==> src/bss_pkg.sv <==
// ----------------------------------------------------------------------------
// bss_pkg
// Shared codes and types for the bounded stack with search.
// ----------------------------------------------------------------------------
package bss_pkg;

	localparam int CAP_W   = 11;
	localparam int DATA_W  = 64;
	localparam int FIDX_W  = 10;
	localparam int CNT_W   = 11;
	localparam int PADDR_W = 3;
	localparam int PDATA_W = 32;

	localparam logic [CAP_W-1:0] CAP_RESET = 11'd1024;

	// register index (byte address / 4)
	localparam logic REG_CAPACITY = 1'b0;

	localparam logic [2:0] CMD_PUSH   = 3'd0;
	localparam logic [2:0] CMD_POP    = 3'd1;
	localparam logic [2:0] CMD_PEEK   = 3'd2;
	localparam logic [2:0] CMD_CLEAR  = 3'd3;
	localparam logic [2:0] CMD_SEARCH = 3'd4;

	localparam logic [1:0] STAT_OK       = 2'd0;
	localparam logic [1:0] STAT_FULL     = 2'd1;
	localparam logic [1:0] STAT_EMPTY    = 2'd2;
	localparam logic [1:0] STAT_NOTFOUND = 2'd3;

	// controller status seen by the top level
	typedef struct packed {
		logic busy;  // item in flight over the memory
		logic load;  // result register written this cycle
	} bss_stat_t;

endpackage

==> src/bss_ctrl.sv <==
// ----------------------------------------------------------------------------
// bss_ctrl
// Command sequencer: stack pointer, memory access, search walk and
// result register.
// ----------------------------------------------------------------------------
module bss_ctrl #(
	parameter int DEPTH = 1024,
	parameter int AW    = 10,
	parameter int CW    = 11
) (
	input  logic                         clk,
	input  logic                         arst_n,
	input  logic [bss_pkg::CAP_W-1:0]    capacity,
	// command channel
	input  logic                         item_valid,
	output logic                         item_stall,
	input  logic [2:0]                   cmd,
	input  logic [bss_pkg::DATA_W-1:0]   value,
	// result channel
	output logic                         res_valid,
	input  logic                         res_stall,
	output logic [1:0]                   status,
	output logic [bss_pkg::DATA_W-1:0]   data,
	output logic [bss_pkg::FIDX_W-1:0]   found_index,
	output logic [bss_pkg::CNT_W-1:0]    count,
	output logic                         empty_res,
	output logic                         full_res,
	// memory
	output logic                         mem_we,
	output logic [AW-1:0]                mem_waddr,
	output logic [bss_pkg::DATA_W-1:0]   mem_wdata,
	output logic [AW-1:0]                mem_raddr,
	input  logic [bss_pkg::DATA_W-1:0]   mem_rdata,
	output bss_pkg::bss_stat_t           stat
);
	import bss_pkg::*;

	localparam int WW = (CW > CAP_W) ? CW : CAP_W;

	localparam logic [1:0] S_IDLE = 2'd0;
	localparam logic [1:0] S_READ = 2'd1;
	localparam logic [1:0] S_SCAN = 2'd2;

	logic [1:0]        state_q, state_nxt;
	logic [CW-1:0]     top_q, top_nxt;
	logic [AW-1:0]     idx_q, idx_nxt;
	logic [DATA_W-1:0] key_q;
	logic              out_valid_q;
	logic [1:0]        status_q;
	logic [DATA_W-1:0] data_q;
	logic [FIDX_W-1:0] fidx_q;
	logic [CNT_W-1:0]  count_q;
	logic              empty_q, full_q;

	logic [WW-1:0]     cap_eff;
	logic              full_now;
	logic              accept;
	logic              load;
	logic [1:0]        r_status;
	logic [DATA_W-1:0] r_data;
	logic [AW-1:0]     r_idx;
	logic [CW-1:0]     top_dec;
	logic [CW-1:0]     idx_inc;

	// capacity in effect: zero acts as one, clipped to the built depth
	always_comb begin
		if (capacity == '0) begin
			cap_eff = WW'(1);
		end else if (WW'(capacity) > WW'(DEPTH)) begin
			cap_eff = WW'(DEPTH);
		end else begin
			cap_eff = WW'(capacity);
		end
	end

	assign full_now   = WW'(top_q) >= cap_eff;
	assign item_stall = (state_q != S_IDLE) || (out_valid_q && res_stall);
	assign accept     = item_valid && !item_stall;
	assign top_dec    = top_q - CW'(1);
	assign idx_inc    = CW'(idx_q) + CW'(1);

	always_comb begin
		state_nxt = state_q;
		top_nxt   = top_q;
		idx_nxt   = idx_q;
		load      = 1'b0;
		r_status  = STAT_OK;
		r_data    = '0;
		r_idx     = '0;
		mem_we    = 1'b0;
		mem_waddr = top_q[AW-1:0];
		mem_wdata = value;
		mem_raddr = top_dec[AW-1:0];
		case (state_q)
			S_IDLE: begin
				if (accept) begin
					case (cmd)
						CMD_PUSH: begin
							load = 1'b1;
							if (full_now) begin
								r_status = STAT_FULL;
							end else begin
								mem_we  = 1'b1;
								top_nxt = top_q + CW'(1);
							end
						end
						CMD_POP, CMD_PEEK: begin
							if (top_q == '0) begin
								load     = 1'b1;
								r_status = STAT_EMPTY;
							end else begin
								state_nxt = S_READ;
								if (cmd == CMD_POP) begin
									top_nxt = top_dec;
								end
							end
						end
						CMD_CLEAR: begin
							load    = 1'b1;
							top_nxt = '0;
						end
						CMD_SEARCH: begin
							if (top_q == '0) begin
								load     = 1'b1;
								r_status = STAT_NOTFOUND;
							end else begin
								mem_raddr = '0;
								idx_nxt   = '0;
								state_nxt = S_SCAN;
							end
						end
						default: begin
							load = 1'b1;
						end
					endcase
				end
			end
			S_READ: begin
				load      = 1'b1;
				r_data    = mem_rdata;
				state_nxt = S_IDLE;
			end
			S_SCAN: begin
				if (mem_rdata == key_q) begin
					load      = 1'b1;
					r_idx     = idx_q;
					state_nxt = S_IDLE;
				end else if (idx_inc == top_q) begin
					load      = 1'b1;
					r_status  = STAT_NOTFOUND;
					state_nxt = S_IDLE;
				end else begin
					idx_nxt   = idx_inc[AW-1:0];
					mem_raddr = idx_inc[AW-1:0];
				end
			end
			default: begin
				state_nxt = S_IDLE;
			end
		endcase
	end

	always_ff @(posedge clk or negedge arst_n) begin
		if (!arst_n) begin
			state_q     <= S_IDLE;
			top_q       <= '0;
			out_valid_q <= 1'b0;
		end else begin
			state_q <= state_nxt;
			top_q   <= top_nxt;
			if (load) begin
				out_valid_q <= 1'b1;
			end else if (!res_stall) begin
				out_valid_q <= 1'b0;
			end
		end
	end

	always_ff @(posedge clk) begin
		idx_q <= idx_nxt;
		if (accept) begin
			key_q <= value;
		end
		if (load) begin
			status_q <= r_status;
			data_q   <= r_data;
			fidx_q   <= FIDX_W'(r_idx);
			count_q  <= CNT_W'(top_nxt);
			empty_q  <= top_nxt == '0;
			full_q   <= WW'(top_nxt) >= cap_eff;
		end
	end

	assign res_valid   = out_valid_q;
	assign status      = status_q;
	assign data        = data_q;
	assign found_index = fidx_q;
	assign count       = count_q;
	assign empty_res   = empty_q;
	assign full_res    = full_q;

	assign stat.busy = state_q != S_IDLE;
	assign stat.load = load;

endmodule

==> config.mk <==
export PLATFORM = sky130hd
export DESIGN_NAME = bss_ctrl
export DESIGN_NICKNAME = d
export VERILOG_FILES = /design/src/bss_pkg.sv /design/src/bss_ctrl.sv
export SDC_FILE = /design/constraint.sdc
export NUM_CORES = 1
export LEC_CHECK = 0
export ABC_AREA = 1
export BUFFER_PORTS_ARGS = -buffer_cell sky130_fd_sc_hd__buf_4
export CAP_MARGIN = 20
export CORE_MARGIN = 3
export CORE_UTILIZATION = 53
export CTS_BUF_LIST = sky130_fd_sc_hd__clkbuf_8
export DETAILED_ROUTE_END_ITERATION = 8
export PLACE_DENSITY = 0.82
export SYNTH_ARGS = -nofsm -noshare
export SYNTH_HDL_FRONTEND = slang
export SYNTH_SLANG_ARGS = --single-unit
==> constraint.sdc <==
create_clock -name clk -period 8 [get_ports clk]
set_input_delay 1.6 -clock clk [delete_from_list [all_inputs] [get_ports clk]]
set_output_delay 1.6 -clock clk [all_outputs]
set_load 0.01 [all_outputs]
* Yosys cells after proc, flatten, opt, wreduce, memory -nomap -nowiden
Index checks and enable logic that the tools add are counted.
** Word-level totals
- Bits in registers :: 177
- Bits of input ports :: 146
- Output and inout bits :: 178
- Logic and storage cells :: 98
** Operators by class
- Add/subtract/negate cells :: 3
- $lt $le $gt $ge :: 3
- Equality and inequality tests :: 18
- Multiplexer cells :: 47
- Reductions and logical operators :: 16
** Operators by type and width (number)
- two-way mux 10 bit :: 10
- two-way mux 11 bit :: 7
- == test 64 bit :: 1
- one-hot mux 10 bit (2 select lines) :: 2
- logical NOT 11 bit :: 3
- one-hot mux 11 bit (3 select lines) :: 1
- greater-or-equal comparator 11 bit :: 2
- two-way mux 2 bit :: 10
- two-way mux 1 bit :: 12
- one-hot mux 2 bit (2 select lines) :: 3
- adder 10 x 1 -> 11 bit, second input constant :: 1
- adder 11 x 1 -> 11 bit, second input constant :: 1
- == test 11 bit :: 1
- greater-than comparator 11 bit, second input constant :: 1
- subtractor 11 x 1 -> 11 bit, second input constant :: 1
- != test 3 bit, second input constant :: 3
- != test 2 bit, second input constant :: 4
- == test 3 x 2 -> 1 bit, second input constant :: 2
- one-hot mux 2 bit (3 select lines) :: 1
- AND reduction 6 bit :: 1
- AND reduction 5 bit :: 1
- != test 2 x 1 -> 1 bit, second input constant :: 2
- nonzero test 2 bit :: 2
- == test 3 x 1 -> 1 bit, second input constant :: 1
- other kinds (13) :: 14

* Logic depth before layout (Yosys ltp)
Gate-level depths: netlist (run 1).
- Depth in word-level cells :: 9
- Gate-level depth with buffers :: 24
- Mapped depth without buffers :: 24

* Worst setup path after synthesis (run 1)
Ideal clock, no wire load.
- Kind :: input -> output
- Start :: input cmd[1]
- End :: output stat[0] in the netlist's numbering
- Arrival time :: 5306 ps
- Required time :: 6400 ps
- Setup slack :: 1094 ps
- Stages on the path :: 9
- Path buffers :: 1
- Cell sequence :: nor3_2 -> inv_1 -> nand2_1 -> nor2_1 -> nor2_1 -> nor2_1 -> nor2_1 -> nand3_1 -> buf_4
** Between the ends
- Cells in the longest elaborated chain, start to end :: 5
- Elaborated cells between the ends (all ways) :: 7
- Classes of those cells :: eq/ne: 3; mux: 3; reduce/logical: 1
** Ends and longest elaborated chain
- from (decl) :: RTL line bss_ctrl.sv:17 : input logic [2:0] cmd,
- == test 3 x 1 -> 1 bit, or another cell as far along :: RTL line bss_ctrl.sv:97 : case (cmd)
- OR reduction 3 bit (no source line) *
- two-way mux 1 bit *
- two-way mux 1 bit * :: RTL line bss_ctrl.sv:96 : if (accept) begin
- one-hot mux 1 bit (3 select lines) * :: RTL line bss_ctrl.sv:94 : case (state_q)
- to (decl) :: RTL line bss_ctrl.sv:34 : output bss_pkg::bss_stat_t stat
Mark *: on every way between the ends. The rest lies on a longest branch, timed or not.

==> metrics.md, run 1 <==
| Metric | Value |
|---|---|
| Sequential Area | 5250 sq um |
| DR DRC count | 0 |
| Fillers | 1362 |
| Rel. slew slack | 43.1% |
| Register area share after synthesis | 54.9% |
| Diodes inserted | 0 |
| Number of enable flip-flop cells after synthesis | 163 |
| Post-Syn Nets | 1158 |
| Dpl cells | 1445 |
| Vias in the first global route | 7229 |
| Vias per inst | 5.07 |
| CTS tree | built |
| Required @ worst endpoint | 6.40 ns |
| Avg Cell Area, Syn | 9.68 sq um |
| Worst Hold Class | reg -> reg |
| Power per cell area | 295 nW/um^2 |
| Die height | 140 um |
| Number of synthesis warnings | 0 |
| Status | complete, no violations |
| Post-synth ARST share | 7.91% |
| Commonest cells in the synthesized netlist | nor2_1 (169), edfxtp_1 (163), nand2_1 (148), inv_1 (141), buf_4 (78) |
| Area growth, synth to finish | 26.0% |
| Slowest-stage cell, CP | nand2b_1 |
| Final Hold Fails | 0 |
| Crit Path Max Fanout | 35 |
| Most used DFF post-synth | edfxtp_1 |
| Setup TNS Final | 0 ns |
| Crit-path cells | buf_4 > inv_1 > nor2_1 > nor3_1 > nand4_1 > nor2_1 > nand4_1 > nand2b_1 > nand3_4 > buf_4 |
| Startpoint class of the critical path | primary input |
| DR pass1 iterations | 5 |
| Total track usage | 26.0% |
| Global-route wire length before repair | between 30000 and 40000 um |
| Root Driver | clkbuf_8 |
| Die Wd | 140 um |
| Setup Fix Bufs, Post-CTS | 0 |
| Yosys reg bits | between 150 and 200 |
| Slew at the pin with the worst max-slew slack | 0.854 ns |
| Leak pwr | 5.73 nW |
| Largest net degree at the start of global routing | 65 |
| Total Wirelength | roughly 26000 um |
| Sinks on Clock Net | 177 |
| Total of max-cap violations | 0 |
| Routability Congestion | 0.929 |
| Non-Filler Instances | 1477 |
| Critical path class | in -> out |
| Fin nets | 1410 |
| Crit path arrival time | 4.35 ns |
| H-tree lvl count | 4 |
| Initial core utilization | 54.7% |
| Synth unique cells | 43 |
| Row cnt | 48 |
| Synth area leader | edfxtp_1 |
| Most frequent cell after synthesis | nor2_1 |
| Max Fclk | 0.168 GHz |
| # resized after CTS | 0 |
| DP HPWL | slightly above 20000 um |
| DRT antenna net count | 0 |
| IO buf count | ~320 |
| Setup violations, final | 0 |
| Yosys top cell area share | between 50% and 60% |
| Drt first-iter violations | 685 |
| CP peak stage delay | 0.56 ns |
| Synth area leaders | edfxtp_1 (51%), nor2_1 (6.6%), xor2_1 (6.4%), buf_4 (6.1%), nand2_1 (5.8%) |
| Layout cells sized above 1 | 30.8% |
| Post-CTS Hold Buffers | 0 |
| Multi-input gate area | just over 3000 sq um |
| Period utilization | 74.4% |
| Max-slew violation count | 0 |
| Vias | ~7500 |
| Routed wire length per instance | 17.7 um |
| Initial antenna violation count | 0 |
| Clock Latency Late Sink | 0.46 ns |
| Die area | roughly 20000 sq um |
| Clk pin slew, worst setup/hold paths | 0.09 ns |
| CTS Buf Count | 17 |
| Worst Skew | between 0.01 and 0.015 ns |
| Cells after Synth | a little under 1000 |
| Post-synth design cell area | 9550 sq um |
| Longest Clk Path Bufs | 2 |
| Total grt overflow | 0 |
| RSZ-0062 raised after global routing | no |
| Crit. End Element | output port |
| Design area | approximately 12000 sq um |
| Core area | 17500 sq um |
| Min cycle time layout | 5.95 ns |
| Dpl cell area | 11600 sq um |
| # IOs | 324 |
| VDD IR max | 0.166 mV |
[layout by cell type (no fill, tap or decap), drive strengths merged, types with 3 or more instances in the layout]
cell / instances
buf: 326
nor2: 176
edfxtp: 163
nand2: 152
inv: 152
xor2: 70
nand3: 60
ha: 25
nand4: 24
clkbuf: 17
a21oi: 17
dfrtp: 14
nor3: 12
o21ai: 10
clkinv: 7
xnor2: 6
nor4: 3
or2: 3
[state kept, by name (all words and copies together), names as in the netlist]
register,cells
full_res,1
empty_res,1
found_index,10
key_q,64
top_q,11
count,11
state_q,2
idx_q,10
data,64
res_valid,1
status,2
[power breakdown]
group	switching, mW	internal [mW]	total [mW]	leakage, nW
Clock	0.359	0.264	0.623	0.205
Combinational	0.904	0.569	1.47	3.79
Sequential	0.162	1.30	1.46	1.73
[stage by stage]
step | hold slack [ns] | power, mW | utilization [%] | setup slack (ns)
after floorplan | 0.570 | 2.38 | - | 1.09
after global placement | 0.632 | 2.90 | 66.6 | 2.12
after detailed placement | 0.627 | 2.94 | 66.6 | 2.07
after CTS | 0.650 | 3.56 | 68.9 | 2.07
after global routing | 0.669 | 3.78 | 68.9 | 1.88
final | 0.638 | 3.56 | 68.9 | 2.05
[cells by family after synthesis]
group           synth area share (%)
buf+inv                         12.7
fa+ha+maj                       3.27
flops                           54.9
simple gates                    19.8
compound gates                  2.33
xor+xnor                        6.97
[path summary, 6_finish.rpt]
| path | startpoint | to | slack [ns] | cells past startpoint |
|---|---|---|---|---|
| max | mem_rdata[7] | stat[0] | 2.05 | 10 |
| min | idx_q[9] | found_index[9] | 0.64 | 2 |
| max reg2reg | key_q[41] | data[31] | 4.08 | 8 |
| min reg2reg | idx_q[9] | found_index[9] | 0.64 | 2 |
| max in group asynchronous | arst_n | top_q[5] | 6.82 | 1 |
| min in group asynchronous | arst_n | top_q[8] | 0.98 | 1 |
[critical path: cells and delay by family]
family / cells / cell delay, ns
buffers and inverters: 3 / 0.39
AND/OR/NAND/NOR: 7 / 2.31
[per-layer routing]
| metal | vias to the layer above | wire, um | global-route usage (%) |
|---|---|---|---|
| li1 | 3626 | - | - |
| met5 | - | 0 | 0 |
| met3 | 36 | 2270 | 5.84 |
| met1 | 3469 | 10300 | 33.4 |
| met4 | 0 | 474 | 7.34 |
| met2 | 363 | 13100 | 44.5 |
[final cells by class]
class                   instances  area share [%]
flip-flops and latches        177            43.6
clock buffers                  17            1.94
multi-input cells             571            25.8
well taps                     225            2.34
clock inverters                15            1.43
repair buffers                326            20.3
inverters                     146            4.57
Note: power is estimated with default switching activity, not from simulation.
==> run 2, diff against run 1 <==
==> constraint.sdc (replaced) <==
create_clock -name clk -period 5.7 [get_ports clk]
set_input_delay 1.14 -clock clk [delete_from_list [all_inputs] [get_ports clk]]
set_output_delay 1.14 -clock clk [all_outputs]
set_load 0.01 [all_outputs]
==> run 2 against run 1 <==
  * Clock power rose by 41%
  * Global-route usage increased by 0.58 points
  * Cell count increased by 0.14%
  * Combinational power increased by 41%
  * Worst hold slack lost 0.12 ns
  * Worst setup slack got worse by 1.0 ns
  * Count of clock-buffer cells in the layout stayed put
  * Routed wire length is 0.55% higher
  * Critical path type unchanged
==> metrics.md, run 2 (same netlist as run 1, synthesis figures left out) <==
| Metric | Value |
|---|---|
| Status | complete, no violations (unchanged) |
| Vias | 7600 (was 7494) |
| Leak pwr | 5.74 nW (was 5.73 nW) |
| Clock Latency Late Sink | 0.47 ns (was 0.46 ns) |
| Layout cells sized above 1 | 30.9% (was 30.8%) |
| Combinational power share | 41.5% (was 41.4%) |
| Initial core utilization | 54.7% (unchanged) |
| Area growth, synth to finish | 26.2% (was 26.0%) |
| DR pass1 iterations | 5 (unchanged) |
| DP HPWL | 20900 um (was 20400 um) |
| Total of max-cap violations | 0 (unchanged) |
| Non-Filler Instances | 1479 (was 1477) |
| Largest net degree at the start of global routing | 65 (unchanged) |
| Dpl cells | 1447 (was 1445) |
| Total grt overflow | 0 (unchanged) |
| Initial antenna violation count | 0 (unchanged) |
| # resized after CTS | 0 (unchanged) |
| Die height | 140 um (unchanged) |
| Worst Skew | 0.0170 ns (was 0.0101 ns) |
| Worst Hold Class | in -> async (was reg -> reg) |
| Core area | 17500 sq um (unchanged) |
| Hold WS | 0.520 ns (was 0.638 ns) |
| Switching Share | 40.2% (was 40.1%) |
| Total Wirelength | 26300 um (was 26200 um) |
| Required @ worst endpoint | 4.56 ns (was 6.40 ns) |
| Routability Congestion | 0.960 (was 0.929) |
| Die area | 19700 sq um (unchanged) |
| RSZ-0062 raised after global routing | no (unchanged) |
| Vias in the first global route | 7486 (was 7229) |
| Drt first-iter violations | 709 (was 685) |
| RR Startpoint | key_q[14] (was key_q[41]) |
| Crit. End Element | output port (unchanged) |
| Commonest non-fill, non-tap cell in the layout | buf_4 (unchanged) |
| Global-route wire length before repair | 40300 um (was 39500 um) |
| Crit Path Max Fanout | 10 (was 35) |
| Crit path arrival time | 3.55 ns (was 4.35 ns) |
| H-tree lvl count | 4 (unchanged) |
| Setup violations, final | 0 (unchanged) |
| CTS Buf Count | 17 (unchanged) |
| Clock share of power | 17.6% (was 17.5%) |
| Die Wd | 140 um (unchanged) |
| Sinks on Clock Net | 177 (unchanged) |
| Min cycle time layout | 4.69 ns |
| Fin nets | 1412 (was 1410) |
| Clk pin slew, worst setup/hold paths | 0.10 ns (was 0.09 ns) |
| IO buf count | 323 (unchanged) |
| Reg2reg setup slack | 2.14 ns (was 4.08 ns) |
| Slew at the pin with the worst max-slew slack | 0.906 ns (was 0.854 ns) |
| Max Fclk | 0.213 GHz |
| Vias per inst | 5.14 (was 5.07) |
| Final Hold Fails | 0 (unchanged) |
| Sw Pwr | 2.01 mW (was 1.42 mW) |
| Sequential Power Share | 40.9% (was 41.1%) |
| Period utilization | 82.3% |
| Diodes inserted | 0 (unchanged) |
| Rel. slew slack | 39.6% (was 43.1%) |
| VDD IR max | 0.300 mV (was 0.166 mV) |
| Reg2reg path depth | 8 (unchanged) |
| Fillers | 1356 (was 1362) |
| Internal power | 3.00 mW (was 2.13 mW) |
| Total track usage | 26.6% (was 26.0%) |
| Max-slew violation count | 0 (unchanged) |
| DR DRC count | 0 (unchanged) |
| Setup TNS Final | 0 ns (unchanged) |
| Row cnt | 48 (unchanged) |
| Longest Clk Path Bufs | 2 (unchanged) |
| Root Driver | clkbuf_8 (unchanged) |
| Commonest non-fill, non-tap cells in the layout | buf_4 (328), nor2_1 (169), edfxtp_1 (163) (was buf_4 (326), nor2_1 (169), edfxtp_1 (163)) |
| Setup Fix Bufs, Post-CTS | 0 (unchanged) |
| Startpoint class of the critical path | primary input (unchanged) |
| DRT antenna net count | 0 (unchanged) |
| Worst R2R End | data[4] (was data[31]) |
| # IOs | 324 (unchanged) |
| CTS tree | built (unchanged) |
| Critical path class | in -> out (unchanged) |
| Routed wire length per instance | 17.8 um (was 17.7 um) |
| Post-CTS Hold Buffers | 0 (unchanged) |
| Power per cell area | 416 nW/um^2 (was 295 nW/um^2) |
-- run 2: cell count changes in the layout (fill, tap and decap cells not counted), sizes merged --
cell	previous run	this run
buf	326	328
clkinv	7	8
clkinvlp	1	0
-- run 2: stage by stage --
step | power, mW | util, % | worst slack (ns) | cell area, sq um
floorplan | 3.32 | - | 0.751 | 9560
global placement | 4.10 | 66.6 | 1.04 | 11600
detailed placement | 4.14 | 66.6 | 0.977 | 11600
CTS | 5.02 | 69.0 | 0.991 | 12100
global route | 5.34 | 69.0 | 0.744 | 12100
finish | 5.01 | 69.0 | 1.01 | 12100
-- run 2: critical path, stage by stage --
cell	delay, ns
buf_4	0.11
nor4_1	0.32
nand3_1	0.14
nand2_1	0.26
nand2_1	0.14
ha_1	0.31
nand2_1	0.07
nor2_1	0.18
nand2_1	0.09
nand3_2	0.09
nor2_1	0.06
nor2_2	0.32
nor2_1	0.13
buf_4	0.17
-- run 2: area by class of cell --
class                           count  area, sq um  area share, %
Clock buffer                       17          234           1.94
Sequential cell                   177         5250           43.5
Timing Repair Buffer              328         2460           20.4
Inverter                          146          551           4.57
Multi-Input combinational cell    571         3110           25.8
Clock inverter                     15          173           1.43
Tap cell                          225          282           2.34
-- run 2: per-layer routing --
layer	global-route usage (%)	part of all wire (%)	up-vias
met3	7.41	8.7	53
met1	33.2	39	3535
li1	-	-	3635
met4	8.92	2.9	0
met5	0	0	-
met2	44.9	50	377
-- run 2: power by group through the flow --
stage	clock network [mW]	registers, mW	logic (mW)
after detailed placement	0	2.07	2.07
after global placement	0	2.06	2.04
after CTS	0.898	2.05	2.08
after floorplan	0	2.07	1.25
after global routing	0.956	2.08	2.30
final	0.879	2.05	2.08
-- run 2: worst max path at each step --
stage	startpoint	end	slack, ns	cells after the start
finish	capacity[2]	mem_we	1.01	14
CTS	capacity[2]	mem_we	0.99	14
floorplan	cmd[1]	stat[0]	0.75	9
global placement	capacity[2]	mem_we	1.04	14
global route	capacity[2]	mem_we	0.74	14
detailed placement	capacity[2]	full_res	0.98	23
